[config.mk]
export PLATFORM = sky130hd
export DESIGN_NAME = nscc_line_tracker
export DESIGN_NICKNAME = d
export VERILOG_FILES = /design/src/rtl/nscc_pkg.sv /design/src/rtl/nscc_line_tracker.sv
export SDC_FILE = /design/constraint.sdc
export NUM_CORES = 1
export LEC_CHECK = 0
export BUFFER_PORTS_ARGS = -buffer_cell sky130_fd_sc_hd__buf_2
export CAP_MARGIN = 20
export CORE_ASPECT_RATIO = 0.75
export CORE_MARGIN = 1
export CORE_UTILIZATION = 40
export DETAILED_ROUTE_END_ITERATION = 8
export SETUP_SLACK_MARGIN = 0.02
export SLEW_MARGIN = 15
export SYNTH_ARGS = -nofsm -noshare
export SYNTH_HDL_FRONTEND = slang
export SYNTH_SLANG_ARGS = --single-unit
export TNS_END_PERCENT = 50
[constraint.sdc]
create_clock -name clk -period 4.7 [get_ports clk]
set_input_delay 0.94 -clock clk [delete_from_list [all_inputs] [get_ports clk]]
set_output_delay 0.94 -clock clk [all_outputs]
set_load 0.01 [all_outputs]
[src/rtl/nscc_pkg.sv]
// Package: character codes, status and kind codes, and the line verdict type.
package nscc_pkg;

  localparam logic [7:0] CH_DOLLAR = 8'h24;
  localparam logic [7:0] CH_BANG   = 8'h21;
  localparam logic [7:0] CH_STAR   = 8'h2A;
  localparam logic [7:0] CH_LF     = 8'h0A;
  localparam logic [7:0] CH_A      = 8'h41;
  localparam logic [7:0] CH_B      = 8'h42;
  localparam logic [7:0] CH_C      = 8'h43;
  localparam logic [7:0] CH_D      = 8'h44;
  localparam logic [7:0] CH_G      = 8'h47;
  localparam logic [7:0] CH_H      = 8'h48;
  localparam logic [7:0] CH_L      = 8'h4C;
  localparam logic [7:0] CH_M      = 8'h4D;
  localparam logic [7:0] CH_N      = 8'h4E;
  localparam logic [7:0] CH_P      = 8'h50;
  localparam logic [7:0] CH_R      = 8'h52;
  localparam logic [7:0] CH_T      = 8'h54;

  localparam int HEADER_LEN = 6;
  localparam logic [2:0] POS_MAX = 3'd7;
  localparam logic [1:0] DIGITS_MAX = 2'd2;

  typedef enum logic [1:0] {
    ST_OK        = 2'd0,
    ST_BAD_START = 2'd1,
    ST_NO_STAR   = 2'd2,
    ST_MISMATCH  = 2'd3
  } status_t;

  typedef enum logic [1:0] {
    KIND_GGA   = 2'd0,
    KIND_RMC   = 2'd1,
    KIND_HDT   = 2'd2,
    KIND_OTHER = 2'd3
  } kind_t;

  typedef struct packed {
    status_t     status;
    logic [7:0]  calc_checksum;
    logic [7:0]  recv_checksum;
    kind_t       sentence_kind;
    logic        talker_known;
  } verdict_t;

  function automatic logic [4:0] hex_of(input logic [7:0] b);
    logic [7:0] d;
    d = 8'd0;
    if (b >= 8'h30 && b <= 8'h39) begin
      d = b - 8'h30;
      return {1'b1, d[3:0]};
    end else if (b >= 8'h41 && b <= 8'h46) begin
      d = b - 8'h37;
      return {1'b1, d[3:0]};
    end else if (b >= 8'h61 && b <= 8'h66) begin
      d = b - 8'h57;
      return {1'b1, d[3:0]};
    end
    return 5'd0;
  endfunction

endpackage

[src/rtl/nscc_line_tracker.sv]
// Line tracker: per-line state and the verdict formed at the line feed.
module nscc_line_tracker
  import nscc_pkg::*;
(
  input  logic       clk,
  input  logic       rst,
  input  logic       take,
  input  logic [7:0] data_byte,
  output logic       line_end,
  output verdict_t   verdict
);

  logic [2:0] char_position;
  logic       start_good;
  logic       asterisk_seen;
  logic [7:0] running_xor;
  logic [7:0] hex_value;
  logic [1:0] hex_digits_taken;
  logic       hex_stopped;
  logic [7:0] header_chars [HEADER_LEN];

  logic [4:0] hex_digit;
  logic       kind_gga, kind_rmc, kind_hdt;

  assign line_end  = (data_byte == CH_LF);
  assign hex_digit = hex_of(data_byte);

  always_ff @(posedge clk) begin
    if (rst || (take && line_end)) begin
      char_position    <= 3'd0;
      start_good       <= 1'b0;
      asterisk_seen    <= 1'b0;
      running_xor      <= 8'd0;
      hex_value        <= 8'd0;
      hex_digits_taken <= 2'd0;
      hex_stopped      <= 1'b0;
      for (int i = 0; i < HEADER_LEN; i++) begin
        header_chars[i] <= 8'd0;
      end
    end else if (take) begin
      if (char_position < 3'(HEADER_LEN)) begin
        header_chars[char_position] <= data_byte;
      end
      if (char_position == 3'd0) begin
        start_good <= (data_byte == CH_DOLLAR) || (data_byte == CH_BANG);
      end else if (!asterisk_seen) begin
        if (data_byte == CH_STAR) begin
          asterisk_seen <= 1'b1;
        end else begin
          running_xor <= running_xor ^ data_byte;
        end
      end else if (!hex_stopped && hex_digits_taken < DIGITS_MAX) begin
        if (hex_digit[4]) begin
          hex_value        <= {hex_value[3:0], hex_digit[3:0]};
          hex_digits_taken <= hex_digits_taken + 2'd1;
        end else begin
          hex_stopped <= 1'b1;
        end
      end
      if (char_position != POS_MAX) begin
        char_position <= char_position + 3'd1;
      end
    end
  end

  assign kind_gga = header_chars[3] == CH_G && header_chars[4] == CH_G &&
                    header_chars[5] == CH_A;
  assign kind_rmc = header_chars[3] == CH_R && header_chars[4] == CH_M &&
                    header_chars[5] == CH_C;
  assign kind_hdt = header_chars[3] == CH_H && header_chars[4] == CH_D &&
                    header_chars[5] == CH_T;

  always_comb begin
    if (char_position == 3'd0 || !start_good) begin
      verdict.status = ST_BAD_START;
    end else if (!asterisk_seen) begin
      verdict.status = ST_NO_STAR;
    end else if (running_xor != hex_value) begin
      verdict.status = ST_MISMATCH;
    end else begin
      verdict.status = ST_OK;
    end

    if (kind_gga) begin
      verdict.sentence_kind = KIND_GGA;
    end else if (kind_rmc) begin
      verdict.sentence_kind = KIND_RMC;
    end else if (kind_hdt) begin
      verdict.sentence_kind = KIND_HDT;
    end else begin
      verdict.sentence_kind = KIND_OTHER;
    end

    verdict.talker_known = (header_chars[0] == CH_DOLLAR) && (
      (header_chars[1] == CH_G && header_chars[2] == CH_P) ||
      (header_chars[1] == CH_G && header_chars[2] == CH_N) ||
      (header_chars[1] == CH_G && header_chars[2] == CH_L) ||
      (header_chars[1] == CH_B && header_chars[2] == CH_D) ||
      (header_chars[1] == CH_G && header_chars[2] == CH_A));

    verdict.calc_checksum = running_xor;
    verdict.recv_checksum = hex_value;
  end

endmodule

# Yosys cells after proc, flatten, opt, wreduce, memory -nomap -nowiden
# Memories as Yosys holds them, arrays and structs flattened.
# Index checks and enable logic that the tools add are counted.
# W data, S select, Z words.
dict set report totals {
  register_bits 24
  ramBits 48
  inputBits 11
  out_inout_bits 22
  word_cells 107
  n_memories 1
}
dict set report op_classes {
  n_addsub 5
  n_lt_le_gt_ge 8
  n_eq_ne 23
  n_mux 24
  bitwise_logic 5
  reduce_logical 34
}
# name depth width read_ports rd_clocked_by_memory_dff write_ports line_no
set mem_list {}
lappend mem_list {header_chars 6 8 6 0 6 nscc_line_tracker.sv:20} ;# logic [7:0] header_chars [HEADER_LEN];
# cell n
set op_table {}
lappend op_table {{$eq A8 B7 Y1 const B} 16}
lappend op_table {{$eq A8 B6 Y1 const B} 4}
lappend op_table {{$mux W5} 4}
lappend op_table {{$logic_and A1 B1 Y1} 17}
lappend op_table {{$ge A8 B7 Y1 const B} 2}
lappend op_table {{$le A8 B7 Y1 const B} 2}
lappend op_table {{$mux W1} 13}
lappend op_table {{$mux W2} 5}
lappend op_table {{$reduce_and A5 Y1} 2}
lappend op_table {{$eq A8 B4 Y1 const B} 1}
lappend op_table {{$ge A8 B6 Y1 const B} 1}
lappend op_table {{$le A8 B6 Y1 const B} 1}
lappend op_table {{$mux W8} 1}
lappend op_table {{$ne A8 B8 Y1} 1}
lappend op_table {{$reduce_or A8 Y1} 1}
lappend op_table {{$sub A4 B3 Y4 const B} 2}
lappend op_table {{$xor A8 B8 Y8} 1}
lappend op_table {{$logic_or A1 B1 Y1} 7}
lappend op_table {{$reduce_and A2 Y1} 3}
lappend op_table {{$not A1 Y1} 4}
lappend op_table {{$reduce_and A4 Y1} 1}
lappend op_table {{$sub A4 B1 Y4 const B} 1}
lappend op_table {{$add A3 B1 Y3 const B} 1}
lappend op_table {{$logic_not A3 Y1} 1}
lappend op_table {{other kinds (6)} 7}

# Logic depth before layout (Yosys ltp)
dict set report depth {
  word_depth 8
  ltp_mapped 9
  ltp_nobuf 7
}

# Worst setup path after synthesis
# Ideal clock, no wire load.
dict set report synth_path {
  path_type {input port to output port}
  start {in data_byte[0]}
  end {out line_end}
  t_arrival_ns 1.835
  required_ns 3.760
  setup_slack_ns 1.925
  stages 4
  n_path_buf 0
  path_cell_list {inv_1 > ha_1 > nand4bb_4 > nor4_4}
}
dict set report synth_between {
  elab_chain_len 1
}
# item line_no
set synth_rtl {}
lappend synth_rtl {{start: declaration} nscc_line_tracker.sv:8} ;# input logic [7:0] data_byte,
lappend synth_rtl {{$eq A8 B4 Y1} nscc_line_tracker.sv:25} ;# assign line_end = (data_byte == CH_LF);
lappend synth_rtl {{end: declaration} nscc_line_tracker.sv:9} ;# output logic line_end,
# Every way passes these cells.

# Worst setup path in the final report
# Same ends and word-level chain as after synthesis.

==> impl_metrics.yaml <==
status:
  status: "complete, no violations"
place:
  hpwl_um: 5391
  io_buffer_count: 32
  gp_congestion: 0.7713
  dpl-instance-area_sq_um: 3641
critical_path:
  critPathMaxStageDelay_ps: 440
  path_cells: "buf_2, inv_1, ha_1, nand4bb_4, nor4_4, buf_2"
  startpoint_type: "input pin"
  crit_required_ps: 3760
  slowest_stage: "nor4_4"
  path_buf_inv: 3
  criticalPathCategory: "input pin to output pin"
  cp-end-kind: "output pin"
  worstPathArrival_ps: 2320
  crit_fanout: 8
  cpMostUsedCell: "buf_2"
  path_delay_family: "buffers and inverters"
timing:
  max_freq_mhz: 306.6
  slew_viol_final: 0
  fin_skew_ps: 3.688
  max_slew_margin_pct: 50.59
  rsz0062_at_grt: "false"
  finalCritPeriodShare_pct: 69.41
  setup_tns_ps: 0
  min_period_ps: 3262
  final-hold-violation-count: 0
  tightestPinTransition_ps: 741.2
  setup_viol: 0
yosys:
  yosys.area.top_type: "edfxtp_1"
  synth_edf_count: 48
  yosysTopAreaCellShare_pct: 42.51
  ys_warn_count: 0
  yosys_most_used_dff: "edfxtp_1"
  synthTopCellsByCount: "58 x nor2_1, 48 x edfxtp_1, 26 x nand2_1"
  synth_async_sr_flop_share_pct: 0
  yosysUniqueCellTypes: 52
  synth.yosys.seq_area_share_pct: 56.68
  netlist_top_cells_area: "edfxtp_1 43%, dfxtp_1 14%, nor2_1 6.4%, ha_1 3.0%, nand2_1 2.9%"
  synthCells: 310
  netlist_area_sq_um: 3391
  syn_avg_cell_area_sq_um: 10.94
  ys_ff_latch: 72
  yosysMostFrequentCell: "nor2_1"
  syn-num-nets: 329
global_route:
  groute.usage.overall_pct: 18.90
  overflow: 0
  grt_pass1_vias: 2202
  grt_pass1_wl_um: 11980
  grt_max_degree: 21
  antenna_found_initial: 0
drt:
  drt_iter0_markers: 110
  drc: 0
  first_pass_iters: 4
  via_count: 2383
  viasPerCell: 5.237
  drtAntennaViolNets: 0
  routed_wl_um: 7516
  wl_per_cell_um: 16.52
clock_network:
  htreeDepth: 3
  cts_resized: 0
  cts_tree: "built"
  clkTransAtPathRegs_ps: 60
  clockBufferDepth: 2
  numCtsBuffers: 9
  insertion_delay_ps: 330
  hold_buffers: 0
  post_cts.repair.setup_buffers: 0
  cts_sinks: 72
  cts_root_buffer: "clkbuf_16"
power:
  powerDensity_nw_per_um2: 407.1
  max-vdd-ir-drop_mv: 0.1716
  power.total_uw: 1622
  leakage_uw: 0.001537
floorplanning:
  core.rowCount: 28
  die_w_um: 108.3
  core_area_sq_um: 8058
  ios: 33
  start_util_pct: 42.08
  dieHeight_um: 81.74
  die-area_sq_um: 8853
final_layout:
  drive_gt1_share_pct: 17.71
  finalNetCount: 364
  fin_area_sq_um: 3985
  area_growth_pct: 17.53
  diodes: 0
run:
  maxCapViolations: 0
min_path:
  hp-class: "flip-flop to flip-flop"
worst register-to-register path, stage by stage, from the launching register on:
cell	delay, ps
dfxtp_1	520
inv_1	150
ha_1	240
nor2b_1	150
nor3b_2	550
nand3_1	190
xor2_1	170
nor2_1	50
cell usage in the layout (no fill, tap or decap), types with 5 or more instances in the layout:
| cell type | n |
|---|---|
| dfxtp_1 | 24 |
| xnor2_1 | 11 |
| inv_1 | 13 |
| nor4b_1 | 6 |
| nand4_1 | 6 |
| and2_1 | 6 |
| clkbuf_16 | 9 |
| nor3_1 | 6 |
| nand3_1 | 15 |
| nand2_1 | 26 |
| buf_2 | 32 |
| ha_1 | 8 |
| nor2_1 | 58 |
| o21ai_1 | 5 |
| edfxtp_1 | 48 |
| a21oi_1 | 8 |
| mux2i_1 | 5 |
| xor2_1 | 8 |
sequential cells by signal (all words and copies together), names as in the netlist:
signal            count
start_good            1
hex_value             8
hex_digits_taken      2
running_xor           8
header_chars         48
char_position         3
asterisk_seen         1
hex_stopped           1
report_power, final:
part / internal (uW) / switching, uW
sequential: 702 / 18.5
clock: 522 / 268
combinational: 38.7 / 73.0
total: 1260 / 360
layer usage:
| layer | wire length [um] | GRT usage, % | vias to the layer above |
|---|---|---|---|
| met4 | 52 | 7.297 | 0 |
| met1 | 3975 | 27.69 | 1163 |
| met5 | 0 | 0 | - |
| met3 | 206 | 3.730 | 6 |
| li1 | - | - | 1174 |
| met2 | 3281 | 27.45 | 40 |
cell families after synthesis:
family | after synthesis | share of synthesized area (%)
adders and majority gates | 8 | 2.952
xor gates and xnor gates | 19 | 4.908
AOI/OAI and AO/OA | 29 | 5.609
muxes | 5 | 1.476
and+or+nand+nor | 155 | 25.50
buffers and inverters | 22 | 2.878
DFF | 72 | 56.68
worst paths after layout:
| kind | start | to | slack, ps | depth (start not counted) |
|---|---|---|---|---|
| worst max-delay path | data_byte[0] | line_end | 1440 | 6 |
| worst min-delay path | hex_stopped$_SDFFE_PP0P_ | hex_stopped$_SDFFE_PP0P_ | 450 | 2 |
| worst max register to register | char_position[0]$_SDFFE_PP0P_ | running_xor[1]$_SDFFE_PP0P_ | 2570 | 7 |
| worst min register to register | hex_stopped$_SDFFE_PP0P_ | hex_stopped$_SDFFE_PP0P_ | 450 | 2 |
area by class of cell:
class,count,area [sq um]
clock buffers,10,229.0
clock inverters,6,115.1
fillers,764,4073
inverters,13,48.80
multi-input cells,216,1371
flip-flops and latches,72,1922
well taps,105,131.4
repair buffers,33,167.7
metrics by stage:
step           utilization [%]  cells  setup WS, ps  hold WS, ps
2_1_floorplan                -    310          1925        425.1
3_3_place_gp             45.19    439          1493        435.8
3_5_place_dp             45.19    439          1460        443.1
4_1_cts                  49.46    455          1442        453.1
5_1_grt                  49.46    455          1320        500.7
6_report                 49.46    455          1438        453.5
(Power assumes the default switching activity.)
